--- src/hdl/rdcm_pkg.sv ---
// ----------------------------------------------------------------------------
// rdcm_pkg
// types, codes and reset values shared by the duty-cycling mac controller
// ----------------------------------------------------------------------------
package rdcm_pkg;

    localparam int unsigned LONG_W  = 20;
    localparam int unsigned SHORT_W = 16;
    localparam int unsigned COUNT_W = 8;
    localparam int unsigned PTMR_W  = 21;
    localparam int unsigned CFG_IDX_W = 3;

    localparam int unsigned STROBE_CCA_MULT = 2;

    localparam logic [LONG_W-1:0]  CHECK_PERIOD_RST     = 20'd125000;
    localparam logic [SHORT_W-1:0] CCA_SPACING_RST      = 16'd500;
    localparam logic [COUNT_W-1:0] CCA_COUNT_RST        = 8'd2;
    localparam logic [SHORT_W-1:0] SILENCE_POLL_RST     = 16'd500;
    localparam logic [LONG_W-1:0]  SILENCE_WAIT_RST     = 20'd10000;
    localparam logic [LONG_W-1:0]  LISTEN_WINDOW_RST    = 20'd10000;
    localparam logic [LONG_W-1:0]  RECEIVE_TIMEOUT_RST  = 20'd10000;
    localparam logic [SHORT_W-1:0] RESEND_GAP_RST       = 16'd500;

    typedef enum logic [2:0] {
        REG_CHECK_PERIOD    = 3'd0,
        REG_CCA_SPACING     = 3'd1,
        REG_CCA_COUNT       = 3'd2,
        REG_SILENCE_POLL    = 3'd3,
        REG_SILENCE_WAIT    = 3'd4,
        REG_LISTEN_WINDOW   = 3'd5,
        REG_RECEIVE_TIMEOUT = 3'd6,
        REG_RESEND_GAP      = 3'd7
    } reg_idx_t;

    typedef enum logic [2:0] {
        FUNC_TICK     = 3'd0,
        FUNC_RX_BEGIN = 3'd1,
        FUNC_RX_END   = 3'd2,
        FUNC_TX_REQ   = 3'd3,
        FUNC_TX_STAT  = 3'd4,
        FUNC_SET_MODE = 3'd5
    } func_t;

    typedef enum logic [1:0] {
        TXR_OK    = 2'd0,
        TXR_NOACK = 2'd1,
        TXR_ERROR = 2'd2
    } tx_res_t;

    typedef enum logic [2:0] {
        PH_SLEEP  = 3'd0,
        PH_SCAN   = 3'd1,
        PH_SEEK   = 3'd2,
        PH_LISTEN = 3'd3,
        PH_RECV   = 3'd4,
        PH_TX     = 3'd5,
        PH_ON     = 3'd6
    } phase_t;

    typedef enum logic [2:0] {
        CMD_NONE    = 3'd0,
        CMD_SLEEP   = 3'd1,
        CMD_STANDBY = 3'd2,
        CMD_LISTEN  = 3'd3,
        CMD_TX      = 3'd4
    } cmd_t;

    typedef enum logic [1:0] {
        RS_SLEEP   = 2'd0,
        RS_STANDBY = 2'd1,
        RS_LISTEN  = 2'd2
    } radio_state_t;

    typedef enum logic [1:0] {
        CAUSE_NONE  = 2'd0,
        CAUSE_RECV  = 2'd1,
        CAUSE_NOISE = 2'd2
    } cause_t;

    typedef struct packed {
        logic [LONG_W-1:0]  check_period;
        logic [SHORT_W-1:0] cca_spacing;
        logic [COUNT_W-1:0] cca_count;
        logic [SHORT_W-1:0] silence_poll_interval;
        logic [LONG_W-1:0]  silence_wait_timeout;
        logic [LONG_W-1:0]  listen_window;
        logic [LONG_W-1:0]  receive_timeout;
        logic [SHORT_W-1:0] resend_gap;
    } cfg_t;

    typedef struct packed {
        logic [2:0] func;
        logic       cca_idle;
        logic [1:0] tx_result;
        logic       is_broadcast;
        logic       always_on_value;
    } in_item_t;

    typedef struct packed {
        logic [2:0] radio_command;
        logic [2:0] phase;
        logic       sample_used;
        logic [1:0] sleep_cause;
        logic       tx_done;
        logic       tx_acked;
        logic       always_on;
    } out_item_t;

    function automatic logic [2:0] radio_cmd(input radio_state_t rs);
        return 3'({1'b0, rs} + 3'd1);
    endfunction

endpackage

--- src/hdl/radio_duty_cycle_mac_controller.sv ---
// ----------------------------------------------------------------------------
// radio_duty_cycle_mac_controller
// low-power-listening duty-cycling sequencer for a radio mac
// ----------------------------------------------------------------------------
// Takes one event per transfer (timer tick with its clear-channel sample, rx
// begin/end, tx request, tx status, set mode) and returns exactly one result
// per event: radio command, phase, sample use, fast-sleep cause, strobe
// completion and always-on readback. One event is taken every clock cycle while
// the result stream is not held; each result is offered on the result stream
// after it passes an input register and then a result register, with the whole
// state update done combinationally between them. A result held by the receiver
// stalls the input once both registers are full. Configuration writes are
// taken in any cycle and are meant to happen while no event is in flight.
module radio_duty_cycle_mac_controller
    import rdcm_pkg::*;
(
    input  logic                 clk,
    input  logic                 rst_n,
    // config write channel
    input  logic                 cfg_valid,
    output logic                 cfg_ready,
    input  logic [CFG_IDX_W-1:0] cfg_index,
    input  logic [LONG_W-1:0]    cfg_data,
    // event stream
    input  logic                 s_tvalid,
    output logic                 s_tready,
    input  logic [7:0]           s_tdata,  // cca_idle, tx_result[1:0], is_broadcast,
                                           // always_on_value, zero pad
    input  logic [2:0]           s_tuser,  // func
    // result stream
    output logic                 m_tvalid,
    input  logic                 m_tready,
    output logic [15:0]          m_tdata   // radio_command[2:0], phase[2:0], sample_used,
                                           // sleep_cause[1:0], tx_done, tx_acked, always_on, zero pad
);

    cfg_t      cfg;
    in_item_t  in_item_reg;
    logic      in_valid_reg;
    out_item_t out_item_reg;
    logic      out_valid_reg;
    out_item_t step_result;
    logic      advance;

    rdcm_cfg_regs u_cfg_regs
    (
        .clk       (clk),
        .rst_n     (rst_n),
        .cfg_valid (cfg_valid),
        .cfg_ready (cfg_ready),
        .cfg_index (cfg_index),
        .cfg_data  (cfg_data),
        .cfg       (cfg)
    );

    assign advance  = in_valid_reg && (!out_valid_reg || m_tready);
    assign s_tready = !in_valid_reg || advance;

    always_ff @(posedge clk or negedge rst_n)
    begin
        if (!rst_n)
        begin
            in_valid_reg <= 1'b0;
        end
        else if (s_tready)
        begin
            in_valid_reg <= s_tvalid;
        end
    end

    always_ff @(posedge clk)
    begin
        if (s_tready && s_tvalid)
        begin
            in_item_reg.func            <= s_tuser;
            in_item_reg.cca_idle        <= s_tdata[0];
            in_item_reg.tx_result       <= s_tdata[2:1];
            in_item_reg.is_broadcast    <= s_tdata[3];
            in_item_reg.always_on_value <= s_tdata[4];
        end
    end

    rdcm_core u_core
    (
        .clk     (clk),
        .rst_n   (rst_n),
        .step_en (advance),
        .item    (in_item_reg),
        .cfg     (cfg),
        .result  (step_result)
    );

    always_ff @(posedge clk or negedge rst_n)
    begin
        if (!rst_n)
        begin
            out_valid_reg <= 1'b0;
        end
        else if (advance)
        begin
            out_valid_reg <= 1'b1;
        end
        else if (m_tready)
        begin
            out_valid_reg <= 1'b0;
        end
    end

    always_ff @(posedge clk)
    begin
        if (advance)
        begin
            out_item_reg <= step_result;
        end
    end

    assign m_tvalid = out_valid_reg;
    assign m_tdata  = {4'b0000,
                       out_item_reg.always_on,
                       out_item_reg.tx_acked,
                       out_item_reg.tx_done,
                       out_item_reg.sleep_cause,
                       out_item_reg.sample_used,
                       out_item_reg.phase,
                       out_item_reg.radio_command};

endmodule

--- src/hdl/rdcm_cfg_regs.sv ---
// ----------------------------------------------------------------------------
// rdcm_cfg_regs
// configuration register file written through the index/data channel
// ----------------------------------------------------------------------------
module rdcm_cfg_regs
    import rdcm_pkg::*;
(
    input  logic                 clk,
    input  logic                 rst_n,
    input  logic                 cfg_valid,
    output logic                 cfg_ready,
    input  logic [CFG_IDX_W-1:0] cfg_index,
    input  logic [LONG_W-1:0]    cfg_data,
    output cfg_t                 cfg
);

    cfg_t cfg_reg;
    cfg_t cfg_next;

    assign cfg_ready = 1'b1;
    assign cfg       = cfg_reg;

    always_comb
    begin
        cfg_next = cfg_reg;
        if (cfg_valid)
        begin
            unique case (reg_idx_t'(cfg_index))
                REG_CHECK_PERIOD:    cfg_next.check_period          = cfg_data;
                REG_CCA_SPACING:     cfg_next.cca_spacing           = cfg_data[SHORT_W-1:0];
                REG_CCA_COUNT:       cfg_next.cca_count             = cfg_data[COUNT_W-1:0];
                REG_SILENCE_POLL:    cfg_next.silence_poll_interval = cfg_data[SHORT_W-1:0];
                REG_SILENCE_WAIT:    cfg_next.silence_wait_timeout  = cfg_data;
                REG_LISTEN_WINDOW:   cfg_next.listen_window         = cfg_data;
                REG_RECEIVE_TIMEOUT: cfg_next.receive_timeout       = cfg_data;
                REG_RESEND_GAP:      cfg_next.resend_gap            = cfg_data[SHORT_W-1:0];
                default:             cfg_next = cfg_reg;
            endcase
        end
    end

    always_ff @(posedge clk or negedge rst_n)
    begin
        if (!rst_n)
        begin
            cfg_reg.check_period          <= CHECK_PERIOD_RST;
            cfg_reg.cca_spacing           <= CCA_SPACING_RST;
            cfg_reg.cca_count             <= CCA_COUNT_RST;
            cfg_reg.silence_poll_interval <= SILENCE_POLL_RST;
            cfg_reg.silence_wait_timeout  <= SILENCE_WAIT_RST;
            cfg_reg.listen_window         <= LISTEN_WINDOW_RST;
            cfg_reg.receive_timeout       <= RECEIVE_TIMEOUT_RST;
            cfg_reg.resend_gap            <= RESEND_GAP_RST;
        end
        else
        begin
            cfg_reg <= cfg_next;
        end
    end

endmodule

--- src/hdl/rdcm_core.sv ---
// ----------------------------------------------------------------------------
// rdcm_core
// sequencer state and the combinational update for one registered item
// ----------------------------------------------------------------------------
module rdcm_core
    import rdcm_pkg::*;
(
    input  logic      clk,
    input  logic      rst_n,
    input  logic      step_en,
    input  in_item_t  item,
    input  cfg_t      cfg,
    output out_item_t result
);

    phase_t               cur_phase_reg,     cur_phase_next;
    logic [LONG_W-1:0]    period_count_reg,  period_count_next;
    logic [PTMR_W-1:0]    phase_timer_reg,   phase_timer_next;
    logic [SHORT_W-1:0]   step_timer_reg,    step_timer_next;
    logic [COUNT_W-1:0]   scans_left_reg,    scans_left_next;
    logic                 strobe_bcast_reg,  strobe_bcast_next;
    logic                 resend_pend_reg,   resend_pend_next;
    logic                 await_stat_reg,    await_stat_next;
    radio_state_t         saved_rs_reg,      saved_rs_next;
    logic                 check_pend_reg,    check_pend_next;
    logic                 always_on_reg,     always_on_next;

    logic                 busy_tx;
    logic                 pt_expired;
    logic [PTMR_W-1:0]    pt_dec;
    logic                 st_expired;
    logic [SHORT_W-1:0]   st_dec;
    logic [LONG_W-1:0]    pc_inc;
    logic                 period_hit;
    logic [PTMR_W-1:0]    strobe_len;

    assign busy_tx    = (cur_phase_reg == PH_TX);
    assign pt_expired = (phase_timer_reg <= PTMR_W'(1));
    assign pt_dec     = pt_expired ? '0 : phase_timer_reg - PTMR_W'(1);
    assign st_expired = (step_timer_reg <= SHORT_W'(1));
    assign st_dec     = st_expired ? '0 : step_timer_reg - SHORT_W'(1);
    assign pc_inc     = period_count_reg + LONG_W'(1);
    assign period_hit = (pc_inc >= cfg.check_period);
    assign strobe_len = PTMR_W'(cfg.check_period)
                      + PTMR_W'(PTMR_W'(cfg.cca_spacing) * PTMR_W'(STROBE_CCA_MULT));

    always_comb
    begin
        cur_phase_next    = cur_phase_reg;
        period_count_next = period_count_reg;
        phase_timer_next  = phase_timer_reg;
        step_timer_next   = step_timer_reg;
        scans_left_next   = scans_left_reg;
        strobe_bcast_next = strobe_bcast_reg;
        resend_pend_next  = resend_pend_reg;
        await_stat_next   = await_stat_reg;
        saved_rs_next     = saved_rs_reg;
        check_pend_next   = check_pend_reg;
        always_on_next    = always_on_reg;

        result.radio_command = CMD_NONE;
        result.sample_used   = 1'b0;
        result.sleep_cause   = CAUSE_NONE;
        result.tx_done       = 1'b0;
        result.tx_acked      = 1'b0;

        unique case (item.func)
            FUNC_TICK:
            begin
                if (busy_tx)
                begin
                    if (!always_on_reg)
                    begin
                        period_count_next = period_hit ? '0 : pc_inc;
                        if (period_hit)
                        begin
                            check_pend_next = 1'b1;
                        end
                    end
                    phase_timer_next = pt_dec;
                    if (pt_expired)
                    begin
                        result.tx_done       = 1'b1;
                        result.radio_command = radio_cmd(saved_rs_reg);
                        cur_phase_next       = always_on_reg ? PH_ON : PH_SLEEP;
                        resend_pend_next     = 1'b0;
                        await_stat_next      = 1'b0;
                        phase_timer_next     = '0;
                        step_timer_next      = '0;
                    end
                    else if (resend_pend_reg)
                    begin
                        step_timer_next = st_dec;
                        if (st_expired)
                        begin
                            resend_pend_next     = 1'b0;
                            await_stat_next      = 1'b1;
                            result.radio_command = CMD_TX;
                        end
                    end
                end
                else if (!always_on_reg)
                begin
                    period_count_next = period_hit ? '0 : pc_inc;
                    if (check_pend_reg || period_hit)
                    begin
                        check_pend_next      = 1'b0;
                        saved_rs_next        = RS_STANDBY;
                        result.radio_command = CMD_STANDBY;
                        cur_phase_next       = PH_SCAN;
                        scans_left_next      = cfg.cca_count;
                        step_timer_next      = SHORT_W'(1);
                        phase_timer_next     = '0;
                    end
                    else
                    begin
                        unique case (cur_phase_reg)
                            PH_SCAN:
                            begin
                                step_timer_next = st_dec;
                                if (st_expired)
                                begin
                                    result.sample_used = 1'b1;
                                    if (!item.cca_idle)
                                    begin
                                        cur_phase_next   = PH_SEEK;
                                        phase_timer_next = PTMR_W'(cfg.silence_wait_timeout);
                                        step_timer_next  = SHORT_W'(1);
                                    end
                                    else if (scans_left_reg <= COUNT_W'(1))
                                    begin
                                        scans_left_next      = '0;
                                        saved_rs_next        = RS_SLEEP;
                                        result.radio_command = CMD_SLEEP;
                                        cur_phase_next       = PH_SLEEP;
                                        phase_timer_next     = '0;
                                        step_timer_next      = '0;
                                    end
                                    else
                                    begin
                                        scans_left_next = scans_left_reg - COUNT_W'(1);
                                        step_timer_next = cfg.cca_spacing;
                                    end
                                end
                            end
                            PH_SEEK:
                            begin
                                if (pt_expired)
                                begin
                                    saved_rs_next        = RS_SLEEP;
                                    result.radio_command = CMD_SLEEP;
                                    cur_phase_next       = PH_SLEEP;
                                    phase_timer_next     = '0;
                                    step_timer_next      = '0;
                                    result.sleep_cause   = CAUSE_NOISE;
                                end
                                else
                                begin
                                    phase_timer_next = pt_dec;
                                    step_timer_next  = st_dec;
                                    if (st_expired)
                                    begin
                                        result.sample_used = 1'b1;
                                        if (item.cca_idle)
                                        begin
                                            saved_rs_next        = RS_LISTEN;
                                            result.radio_command = CMD_LISTEN;
                                            cur_phase_next       = PH_LISTEN;
                                            phase_timer_next     =
                                                PTMR_W'(cfg.listen_window);
                                        end
                                        else
                                        begin
                                            step_timer_next = cfg.silence_poll_interval;
                                        end
                                    end
                                end
                            end
                            PH_LISTEN, PH_RECV:
                            begin
                                phase_timer_next = pt_dec;
                                if (pt_expired)
                                begin
                                    saved_rs_next        = RS_SLEEP;
                                    result.radio_command = CMD_SLEEP;
                                    cur_phase_next       = PH_SLEEP;
                                    phase_timer_next     = '0;
                                    step_timer_next      = '0;
                                    result.sleep_cause   = (cur_phase_reg == PH_RECV)
                                                         ? CAUSE_RECV : CAUSE_NOISE;
                                end
                            end
                            default:
                            begin
                                cur_phase_next = cur_phase_reg;
                            end
                        endcase
                    end
                end
            end
            FUNC_RX_BEGIN:
            begin
                if (!always_on_reg && !busy_tx)
                begin
                    cur_phase_next   = PH_RECV;
                    phase_timer_next = PTMR_W'(cfg.receive_timeout);
                    step_timer_next  = '0;
                end
            end
            FUNC_RX_END:
            begin
                if (!always_on_reg && !busy_tx)
                begin
                    saved_rs_next        = RS_SLEEP;
                    result.radio_command = CMD_SLEEP;
                    cur_phase_next       = PH_SLEEP;
                    phase_timer_next     = '0;
                    step_timer_next      = '0;
                end
            end
            FUNC_TX_REQ:
            begin
                if (!busy_tx)
                begin
                    cur_phase_next       = PH_TX;
                    phase_timer_next     = strobe_len;
                    step_timer_next      = '0;
                    strobe_bcast_next    = item.is_broadcast;
                    resend_pend_next     = 1'b0;
                    await_stat_next      = 1'b1;
                    result.radio_command = CMD_TX;
                end
            end
            FUNC_TX_STAT:
            begin
                if (busy_tx && await_stat_reg)
                begin
                    await_stat_next = 1'b0;
                    if ((item.tx_result == TXR_OK) && !strobe_bcast_reg)
                    begin
                        result.tx_done       = 1'b1;
                        result.tx_acked      = 1'b1;
                        result.radio_command = radio_cmd(saved_rs_reg);
                        cur_phase_next       = always_on_reg ? PH_ON : PH_SLEEP;
                        resend_pend_next     = 1'b0;
                        phase_timer_next     = '0;
                        step_timer_next      = '0;
                    end
                    else if ((item.tx_result == TXR_OK) && (cfg.resend_gap != '0))
                    begin
                        resend_pend_next = 1'b1;
                        step_timer_next  = cfg.resend_gap;
                    end
                    else
                    begin
                        await_stat_next      = 1'b1;
                        result.radio_command = CMD_TX;
                    end
                end
            end
            FUNC_SET_MODE:
            begin
                if (!busy_tx)
                begin
                    always_on_next    = item.always_on_value;
                    period_count_next = '0;
                    phase_timer_next  = '0;
                    step_timer_next   = '0;
                    scans_left_next   = '0;
                    if (item.always_on_value)
                    begin
                        check_pend_next      = 1'b0;
                        cur_phase_next       = PH_ON;
                        saved_rs_next        = RS_LISTEN;
                        result.radio_command = CMD_LISTEN;
                    end
                    else
                    begin
                        check_pend_next = 1'b1;
                        cur_phase_next  = PH_SLEEP;
                    end
                end
            end
            default:
            begin
                cur_phase_next = cur_phase_reg;
            end
        endcase

        result.phase     = cur_phase_next;
        result.always_on = always_on_next;
    end

    always_ff @(posedge clk or negedge rst_n)
    begin
        if (!rst_n)
        begin
            cur_phase_reg    <= PH_SLEEP;
            period_count_reg <= '0;
            phase_timer_reg  <= '0;
            step_timer_reg   <= '0;
            scans_left_reg   <= '0;
            strobe_bcast_reg <= 1'b0;
            resend_pend_reg  <= 1'b0;
            await_stat_reg   <= 1'b0;
            saved_rs_reg     <= RS_SLEEP;
            check_pend_reg   <= 1'b1;
            always_on_reg    <= 1'b0;
        end
        else if (step_en)
        begin
            cur_phase_reg    <= cur_phase_next;
            period_count_reg <= period_count_next;
            phase_timer_reg  <= phase_timer_next;
            step_timer_reg   <= step_timer_next;
            scans_left_reg   <= scans_left_next;
            strobe_bcast_reg <= strobe_bcast_next;
            resend_pend_reg  <= resend_pend_next;
            await_stat_reg   <= await_stat_next;
            saved_rs_reg     <= saved_rs_next;
            check_pend_reg   <= check_pend_next;
            always_on_reg    <= always_on_next;
        end
    end

endmodule
--- config.mk ---
export PLATFORM = sky130hd
export DESIGN_NAME = radio_duty_cycle_mac_controller
export DESIGN_NICKNAME = d
export VERILOG_FILES = /design/src/hdl/rdcm_pkg.sv /design/src/hdl/radio_duty_cycle_mac_controller.sv /design/src/hdl/rdcm_cfg_regs.sv /design/src/hdl/rdcm_core.sv
export SDC_FILE = /design/constraint.sdc
export NUM_CORES = 1
export LEC_CHECK = 0
export ABC_CLOCK_PERIOD_IN_PS = 4560
export BUFFER_PORTS_ARGS = -buffer_cell sky130_fd_sc_hd__clkbuf_2
export CAP_MARGIN = 15
export CORE_MARGIN = 3
export CORE_UTILIZATION = 55
export CTS_BUF_LIST = sky130_fd_sc_hd__clkbuf_8
export DETAILED_ROUTE_END_ITERATION = 8
export GPL_TIMING_DRIVEN = 0
export HOLD_SLACK_MARGIN = 0.06
export PLACE_DENSITY = 0.83
export SLEW_MARGIN = 20
export SYNTH_ARGS = -nofsm -noshare
export SYNTH_HDL_FRONTEND = slang
export SYNTH_SLANG_ARGS = --single-unit
--- constraint.sdc ---
create_clock -name clk -period 4.56 [get_ports clk]
set_input_delay 0.228 -clock clk [delete_from_list [all_inputs] [get_ports clk]]
set_output_delay 0.228 -clock clk [all_outputs]
set_load 0.01 [all_outputs]
==> flow_metrics.env <==
export IMPL_status="finished, final reports clean"
export IMPL_core_area_um2=24500
export IMPL_diodes=0
export IMPL_period_needed_ps=4340
export IMPL_grt_pass1_vias=11639
export IMPL_rsz0062_at_grt="no"
export IMPL_start_kind="flip-flop"
export IMPL_largest_register_ffs=136
export IMPL_synth_avg_cell_area_um2=9.95
export IMPL_num_io_pins=58
export IMPL_globalRouteOverflowTotal=0
export IMPL_crit_path_max_incr_delay_ps=520
export IMPL_syn_area_um2=13900
export IMPL_antenna_found_initial=0
export IMPL_power_mw=8.27
export IMPL_crit_chain="nand3_1 > nor2_1 > nand3_2 > or2_2 > nor2_1 > xor2_1 > ha_1 > a21o_1 > a21o_1 > a21oi_1 > nand2b_1 > a21oi_4 > buf_12 > a32oi_1 > clkbuf_2 > or4_1 > a31oi_1"
export IMPL_clock_path_buffers=3
export IMPL_peakVddDrop_mv=0.297
export IMPL_min_to="u_cfg_regs.cfg[129]"
export IMPL_wirelength_um=40700
export IMPL_dieArea_um2=27100
export IMPL_min_from="cfg_data[13]"
export IMPL_critPathMaxFanout=10
export IMPL_die_x_um=165
export IMPL_synth_cells=1394
export IMPL_r2r_slack_ps=220
export IMPL_r2r_start="u_core.period_count_reg[0]"
export IMPL_synth_distinct_cells=88
export IMPL_startpoint="u_core.period_count_reg[0]"
export IMPL_area_delta_synth_final_pct=13.5
export IMPL_setup_violations=0
export IMPL_synth_edff_count=20
export IMPL_gp_routability_congestion=1.03
export IMPL_max_slew_margin=0.329
export IMPL_finalNonFillerCells=1872
export IMPL_leakage_nw=6.69
export IMPL_fp_row_count=57
export IMPL_tightest_slew_ps=997
export IMPL_yosys_warnings=0
export IMPL_cp_slowest_cell="or4_1"
export IMPL_fmax_mhz=230
export IMPL_grt_pass1_wl_um=63100
export IMPL_cts_htree_levels=2
export IMPL_fin_crit_sh=0.952
export IMPL_hold_violations=0
export IMPL_routedWlPerCell_um=21.7
export IMPL_clockRootBuffer="clkbuf_8"
export IMPL_dr_pass1_iters=6
export IMPL_vias_per_cell=6.51
export IMPL_ys_ff_latch=233
export IMPL_dp_cells=1770
export IMPL_clk_latency_ps=570
export IMPL_final_nets=1601
export IMPL_cts_clk_slew_worst_paths_ps=70
export IMPL_mostFrequentLayoutCell="dfrtp_1"
export IMPL_drive_gt1_frac=0.218
export IMPL_ys_seq_area_frac=0.432
export IMPL_drt_iter0_drc=1325
export IMPL_groute_usage_overall=0.297
export IMPL_dp_hpwl_um=29400
export IMPL_cts_tree="built"
export IMPL_grt_max_degree=92
export IMPL_cts_buffers=42
export IMPL_cp_end_kind="flip-flop"
export IMPL_reg2reg_to="u_core.step_timer_reg[8]"
export IMPL_drc=0
export IMPL_r2r_cells=17
export IMPL_start_util=0.565
export IMPL_critPathArrivalTime_ps=4800
export IMPL_fin_worst_skew_ps=32.2
export IMPL_hold_class="in -> reg"
export IMPL_portBuffers=47
export IMPL_p_per_area_nw_per_um2=526
export IMPL_clock_sinks=233
export IMPL_synth_async_sr_flop_share=0.914
export IMPL_drv_cap=0
export IMPL_cp_required_ps=5020
export IMPL_final_cell_mix="dfrtp_1 (171), mux2_2 (130), nand2_1 (125)"
export IMPL_slew_violations=0
export IMPL_fin_setup_tns_ps=0
export IMPL_num_vias=12186
export IMPL_critical_path_class="reg -> reg"
export IMPL_yosys_most_used_dff="dfrtp_1"
export IMPL_final_antenna_net_count=0
export IMPL_min_path_cells=3
export IMPL_die_height_um=165
metal layers:
metal  vias up  share of wire  GRT usage
li1       5435              -          -
met1      5851           0.39      0.395
met2       719           0.45      0.460
met3       181           0.10     0.0609
met4         0          0.058      0.156
met5         -              0          0
cell type report:
type                       instances  area (um^2)
fill                            1948         8800
multi-input combinational       1029         7370
sequential                       233         5980
clock buffer                      49          674
timing repair buffer              76          572
buffer                            95          407
tap                              324          405
clock inverter                    26          170
inverter                          40          150
critical path: cells and delay by family (launching register included):
kind	cells	cell delay, ps
compound gates	6	1070
xor+xnor	1	290
fa+ha+maj	1	300
buf+inv	2	400
flops	1	450
simple gates	7	1720
logic make-up after synthesis:
kind of cell	Yosys count	synth area share
simple gates	406	0.146
compound gates	362	0.182
flops	233	0.432
mux	143	0.115
buf+inv	135	0.0396
xor+xnor	68	0.0430
fa+ha+maj	45	0.0412
other cells	2	0.000542
cell usage after synthesis, types with 19 or more instances:
cell      count  area share
or4_1        19       0.010
mux2_2      130        0.11
xor2_1       38       0.024
o21ai_1      22      0.0079
clkbuf_1     78       0.021
o21ai_0      76       0.027
nand2_1     125       0.034
xnor2_1      30       0.019
nand3_1      36       0.013
a21oi_1      71       0.026
dfrtp_1     171        0.31
inv_1        39       0.011
edfxtp_1     20       0.043
nor3_1       28       0.010
dfstp_2      42       0.080
nand2b_1     22      0.0099
nor2_1       93       0.025
a31oi_1      21      0.0095
a221oi_1     27       0.017
ha_1         44       0.040
worst max path at each step:
stage	end	slack, ps
after global routing	u_core.step_timer_reg[10]	60
after floorplan	u_core.step_timer_reg[10]	570
after detailed placement	u_core.step_timer_reg[10]	-170
after global placement	u_core.period_count_reg[14]	-810
after CTS	u_core.phase_timer_reg[0]	6
final	u_core.step_timer_reg[8]	220
power breakdown:
group / internal (mW) / switching (mW) / leakage (nW) / total [mW]
combinational: 1.28 / 1.83 / 3.47 / 3.11
clock: 1.09 / 0.903 / 0.475 / 2.00
sequential: 2.68 / 0.488 / 2.74 / 3.16
repair_timing:
| item | CTS | global route |
|---|---|---|
| setup endpoints to repair | 31 | 32 |
| hold buffers | 24 | 0 |
| pin swaps | 0 | 0 |
| endpoints found under the hold margin | 94 | 0 |
| buffers inserted | 0 | 2 |
| gates resized for setup | 3 | 9 |
per-stage QoR:
step                      area, um^2   util  setup slack (ps)  hold slack, ps
after global placement         14500  0.592              -805             407
after floorplan                13900      -               570           -67.6
after CTS                      15700  0.639              5.64            67.3
after global routing           15700  0.641              63.4            78.3
after detailed placement       14600  0.595              -171             258
final                          15700  0.641               218            76.9
Power figures use the tool's default switching activity.
